`config.mk`:
```
export PLATFORM = sky130hd
export DESIGN_NAME = fcrg_div
export DESIGN_NICKNAME = d
export VERILOG_FILES = /design/src/rtl/fcrg_div.sv
export SDC_FILE = /design/constraint.sdc
export NUM_CORES = 1
export LEC_CHECK = 0
export BUFFER_PORTS_ARGS = -buffer_cell sky130_fd_sc_hd__clkbuf_2
export CORE_AREA = 3 3 193 242
export CTS_BUF_LIST = sky130_fd_sc_hd__clkbuf_4 sky130_fd_sc_hd__clkbuf_8
export DETAILED_ROUTE_END_ITERATION = 16
export DIE_AREA = 0 0 196 245
export GPL_TIMING_DRIVEN = 0
export PLACE_DENSITY = 0.72
export SLEW_MARGIN = 20
export SYNTH_ARGS = -nofsm -noshare
export SYNTH_HDL_FRONTEND = slang
export SYNTH_SLANG_ARGS = --single-unit
```
`constraint.sdc`:
```
create_clock -name clk -period 2.8 [get_ports clk]
set_input_delay 0.42 -clock clk [delete_from_list [all_inputs] [get_ports clk]]
set_output_delay 0.42 -clock clk [all_outputs]
set_load 0.1 [all_outputs]
```
`src/rtl/fcrg_div.sv`:
```
// Pipelined restoring divider, one quotient bit per stage.
// Depends on nothing; used for z = (level<<16)/count and gray ramp.
module fcrg_div #(
  parameter int unsigned NW = 17,
  parameter int unsigned DW = 8
) (
  input  logic          clk,
  input  logic          en,
  input  logic [NW-1:0] num,
  input  logic [DW-1:0] den,
  output logic [NW-1:0] quo
);

  logic [NW-1:0] q_r   [NW+1];
  logic [DW:0]   rem_r [NW+1];
  logic [NW-1:0] n_r   [NW+1];
  logic [DW-1:0] d_r   [NW+1];

  always_comb begin
    q_r[0]   = '0;
    rem_r[0] = '0;
    n_r[0]   = num;
    d_r[0]   = den;
  end

  // one stage per quotient bit, MSB first
  for (genvar i = 0; i < NW; i++) begin : g_st
    logic [DW+1:0] sh;
    logic          ge;
    assign sh = {rem_r[i], n_r[i][NW-1-i]};
    assign ge = sh >= {2'b00, d_r[i]};
    always_ff @(posedge clk) begin
      if (en) begin
        rem_r[i+1] <= ge ? (DW+1)'(sh - {2'b00, d_r[i]}) : sh[DW:0];
        q_r[i+1]   <= q_r[i] | (ge ? (NW'(1) << (NW-1-i)) : '0);
        n_r[i+1]   <= n_r[i];
        d_r[i+1]   <= d_r[i];
      end
    end
  end

  assign quo = q_r[NW];

endmodule

```
# Word-level counts from Yosys, hierarchy flattened
# Cells that the tools add are included.
# op_classes
add_sub_neg	16
magnitude_cmp	17
mux	33
bitwise_logic	16
# ops
operator	count
$ge 10x8->1	16
$mux 9	16
$sub 9x8->9	15
$mux 17	1
$or 17x1->17	1
$or 17x10->17	1
$or 17x11->17	1
$or 17x12->17	1
$or 17x13->17	1
$or 17x14->17	1
$or 17x15->17	1
$or 17x16->17	1
$or 17x2->17	1
$or 17x3->17	1
$or 17x4->17	1
$or 17x5->17	1
$or 17x6->17	1
$or 17x7->17	1
$or 17x8->17	1
$or 17x9->17	1
$mux 16	1
$mux 15	1
$mux 14	1
$mux 13	1
13 further kinds	14
# totals
reg_bits	697
in_bits	27
output_inout_bits	17
wordCells	148

# Depth between registers and ports, before layout
# logic_depth
depth_word	3
mapped_depth	10
ltp_nobuf	10

# Least setup slack after synthesis
# No wires, ideal clock.
# synth_timing
path_type	register to register
start	register n_r, in the netlist g_st[13].sh[0]
end	register rem_r, in the netlist g_st[14].sh[2], data pin
setup_ns	0.260
t_arrival_ns	2.410
required_time_ns	2.540
slack_ns	0.130
stages_incl_launch_ff	11
path_buffers	1
synth_period_minus_slack_ns	2.670
cell_sequence	edfxtp_1 > inv_1 > ha_1 > inv_1 > fa_1 > a21o_2 > a21oi_2 > o211ai_2 > or4_1 > buf_6 > mux2_4
# synth_via
elab_chain_len	2
elab_cells_between_ends	3
classes_between	1 x add/sub; 1 x order compare; 1 x mux
# synth_lines
item	line	rtl
from (decl)	16	logic [NW-1:0] n_r [NW+1];
from (signal, indexed assignment)	36	n_r[i+1] <= n_r[i];
$ge 10x8->1	31	assign ge = sh >= {2'b00, d_r[i]};
named net g_st[13].ge	29	logic ge;
$mux 9	34	rem_r[i+1] <= ge ? (DW+1)'(sh - {2'b00, d_r[i]}) : sh[DW:0];
to (signal, indexed assignment)	34	
to (decl)	15	logic [DW:0] rem_r [NW+1];
# The timed path passes the listed nets, and every way through them passes these cells.
# A chain may end at the register's enable or synchronous reset.

# Worst setup path in the final report
# layout_timing
start	register n_r, in the netlist g_st[12].sh[0]
end	register rem_r, in the netlist g_st[13].sh[5], data pin
# layout_via
elab_chain_len	2
elab_cells_between_ends	3
classes_between	1 x add/sub; 1 x order compare; 1 x mux
# layout_lines
item	line
$sub 9x8->9 or $ge 10x8->1 (tied branches)	34, 31
$mux 9 (*)	34
# Mark *: on every way between the ends. The rest lies on a longest branch, timed or not.

==> run summary <==
I/O Pins -> 44
Number of H-tree levels -> 3
Clk Latency, worst-skew pair -> 670 ps
1st-iter DRT viols -> 538
Commonest non-fill, non-tap cell in the layout -> edfxtp_1
Port bufs -> 43
Fin nets -> 2058
Core Area -> 44330 um2
Failing checks -> negative setup slack
DRT Pass-1 Iters -> 4
Setup repair after global routing missed its margin -> yes
Clock root cell -> clkbuf_8
CTS Buffer Depth -> 3
Maximum number of pins on one net before global-route repair -> 97
Power Density -> 943.1 nW/um2
Vias post-DR -> 13785
GPL Wtd Cong -> 0.8981
Initial Util -> 0.5682
First-pass GRT wire length -> 68780 um
Power Total -> 27970 uW
ANT nets after route -> 0
Sw power -> 7966 uW
Tot GR Track Use -> 0.1804
WP data required -> 3200 ps
Combinational cell fraction of total power -> 0.348
GRT overflow -> 0
Commonest non-fill, non-tap cells in the layout -> edfxtp_1, buf_4, inv_1
# rows -> 86
Syn Inst Count -> 1592
Cells taking the most area after synthesis -> edfxtp_1, ha_1, mux2_4
Vias per cell -> 5.457
Setup crit end kind -> register
CP most frequent cell -> buf_4
Period utilisation layout -> 1.019
Area delta synth->final -> 17.75%
Area of the die -> 48020 um2
Final setup viols -> 14
Worst Skew -> 25.90 ps
Internal power -> 20010 uW
Setup TNS -> -363.9 ps
Leakage -> 0.01181 uW
Final Non-Filler Cells -> 2526
Yosys warns -> 0
Post-synth top area share -> 0.6688
Sequential-to-total area share from yosys stat -> 0.6688
Crit-path slowest cell -> fa_2
Slew margin rel. -> 0.6194
TritonCTS Sinks -> 561
Syn avg cell area -> 15.82 um2
Syn_nets -> 1764
# diodes -> 0
Max-slew violations -> 0
Final Critical Period -> 2854 ps
Hpwl dp -> 27880 um
Layout cell share with drive strength beyond 1 -> 0.2948
Max_cap viols -> 0
Sw Share -> 0.2848
Post-synthesis register bit count -> 561
Worst stage delay on the critical path -> 380 ps
Area leader, netlist -> edfxtp_1
CP startpoint kind -> register
Synth cell types -> 44
DP Worst Slack -> -188.6 ps
Die height -> 245 um
TritonCTS Buffers -> 87
CP max FO -> 2
Final Worst Setup Slack -> -54.04 ps
Achievable Freq -> 350.4 MHz
Die width -> 196 um
Post-Syn Area -> 25190 um2
Hold Violations, Final -> 0
Worst IR Drop VDD -> 0.5524 mV
Post-synth EDFFs -> 561
Ys flop type -> edfxtp_1
CTS tree -> yes
DRC violations left -> 0
WS Path Type -> reg -> reg
WP data arrival -> 3250 ps
Worst-Margin Slew -> 570.9 ps
Vias in the first global route -> 14319
Crit-path cells -> inv_2 > ha_4 > inv_2 > fa_2 > a21o_1 > a21oi_2 > buf_4 > buf_4 > buf_4 > buf_4 > buf_4 > buf_4 > buf_4 > buf_4 > buf_4 > xnor2_1 > mux2_4
Reg power frac -> 0.419
Initial antenna violation count -> 0
Post-synth ARST share -> 0
Placed cells -> 2213
Post-DR wirelength/cell -> 17.48 um
Clock group share of total power -> 0.233
WL final -> 44150 um
Clock transition at path regs -> 60 ps
Worst hold-check path type -> in -> reg
Outcome -> finished, violations left
critical path: cells and delay by family, from the launching register on:
kind,cells,cell delay [ps]
XOR/XNOR,1,50
AO/OA/AOI/OAI,2,410
adder cells (fa/ha/maj),2,520
buffers and inverters,11,980
multiplexers,1,260
flip-flops,1,370
Yosys cell counts (all sizes together), types with 17 or more instances:
master and number:
edfxtp 561, inv 150, ha 130, mux2 119, nor2 95, a21oi 64
xnor2 47, o21ai 46, buf 31, or4 31, a21o 30, nand3 29
nand4 29, nor2b 29, mux2i 28, nor3 19, o21a 18, o211ai 17
logic make-up (layout without fill, tap and decap cells):
group / Yosys count / in the layout / synth area share
AOI/OAI and AO/OA: 222 / 222 / 0.06085
xor gates and xnor gates: 62 / 62 / 0.02156
buffers and inverters: 181 / 543 / 0.03368
and+or+nand+nor: 274 / 274 / 0.05971
muxes: 147 / 147 / 0.07893
DFF: 561 / 561 / 0.6688
adders and majority gates: 145 / 145 / 0.07650
path summary, 6_finish.rpt:
check / cells after the start / endpoint / slack, ps / start
min reg2reg: 0 / q_r[73]$_DFFE_PP_ / 400 / q_r[90]$_DFFE_PP_
max: 17 / g_st[13].sh[5]$_DFFE_PP_ / -50 / g_st[12].sh[0]$_DFFE_PP_
max reg2reg: 17 / g_st[13].sh[5]$_DFFE_PP_ / -50 / g_st[12].sh[0]$_DFFE_PP_
min: 3 / g_st[1].sh[1]$_DFFE_PP_ / 200 / num[16]
what timing repair did:
| item | 4_1_cts | 5_1_grt |
|---|---|---|
| hold buffers | 24 | 0 |
| pin swaps | 22 | 20 |
| resized for setup | 68 | 70 |
| endpoints found under the setup margin | 101 | 113 |
| gates cloned | 8 | 6 |
| endpoints found under the hold margin | 24 | 0 |
| setup buffers | 61 | 58 |
metal layers:
layer,global-route usage,vias up,wire length (um)
met5,0,-,0
met3,0.03597,128,1424
met1,0.1644,6760,14520
met4,0.09461,0,1808
li1,-,6664,-
met2,0.3656,233,26400
layout make-up:
cell class / count / area, um2
flip-flops and latches: 561 / 16850
fillers: 3046 / 14670
multi-input cells: 850 / 7816
repair buffers: 205 / 1719
clock buffers: 119 / 1450
well taps: 572 / 715.7
inverters: 150 / 563.0
plain buffers: 31 / 340.3
clock inverters: 38 / 210.2
state kept, by name, summed over array words and instances, names as in the netlist:
signal and count:
n_r 120, q_r 136, g_st.sh 160, quo 17, d_r 128
per-stage QoR:
stage,utilization,hold WS [ps],area (um2)
detailed placement,0.5931,404.5,26290
floorplan,-,400.3,25190
CTS,0.6530,123.9,28950
finish,0.6691,197.4,29660
global placement,0.5892,400.0,26120
global route,0.6691,184.4,29660
power by group through the flow:
stage                     registers [uW]  logic, uW  clock network [uW]
after floorplan                    11600       6690                   0
after global placement             12000       7870                   0
after detailed placement           11900       8230                   0
after CTS                          11700       9100                6760
after global routing               11800      10500                7130
final                              11700       9740                6520
Power figures use the tool's default switching activity.
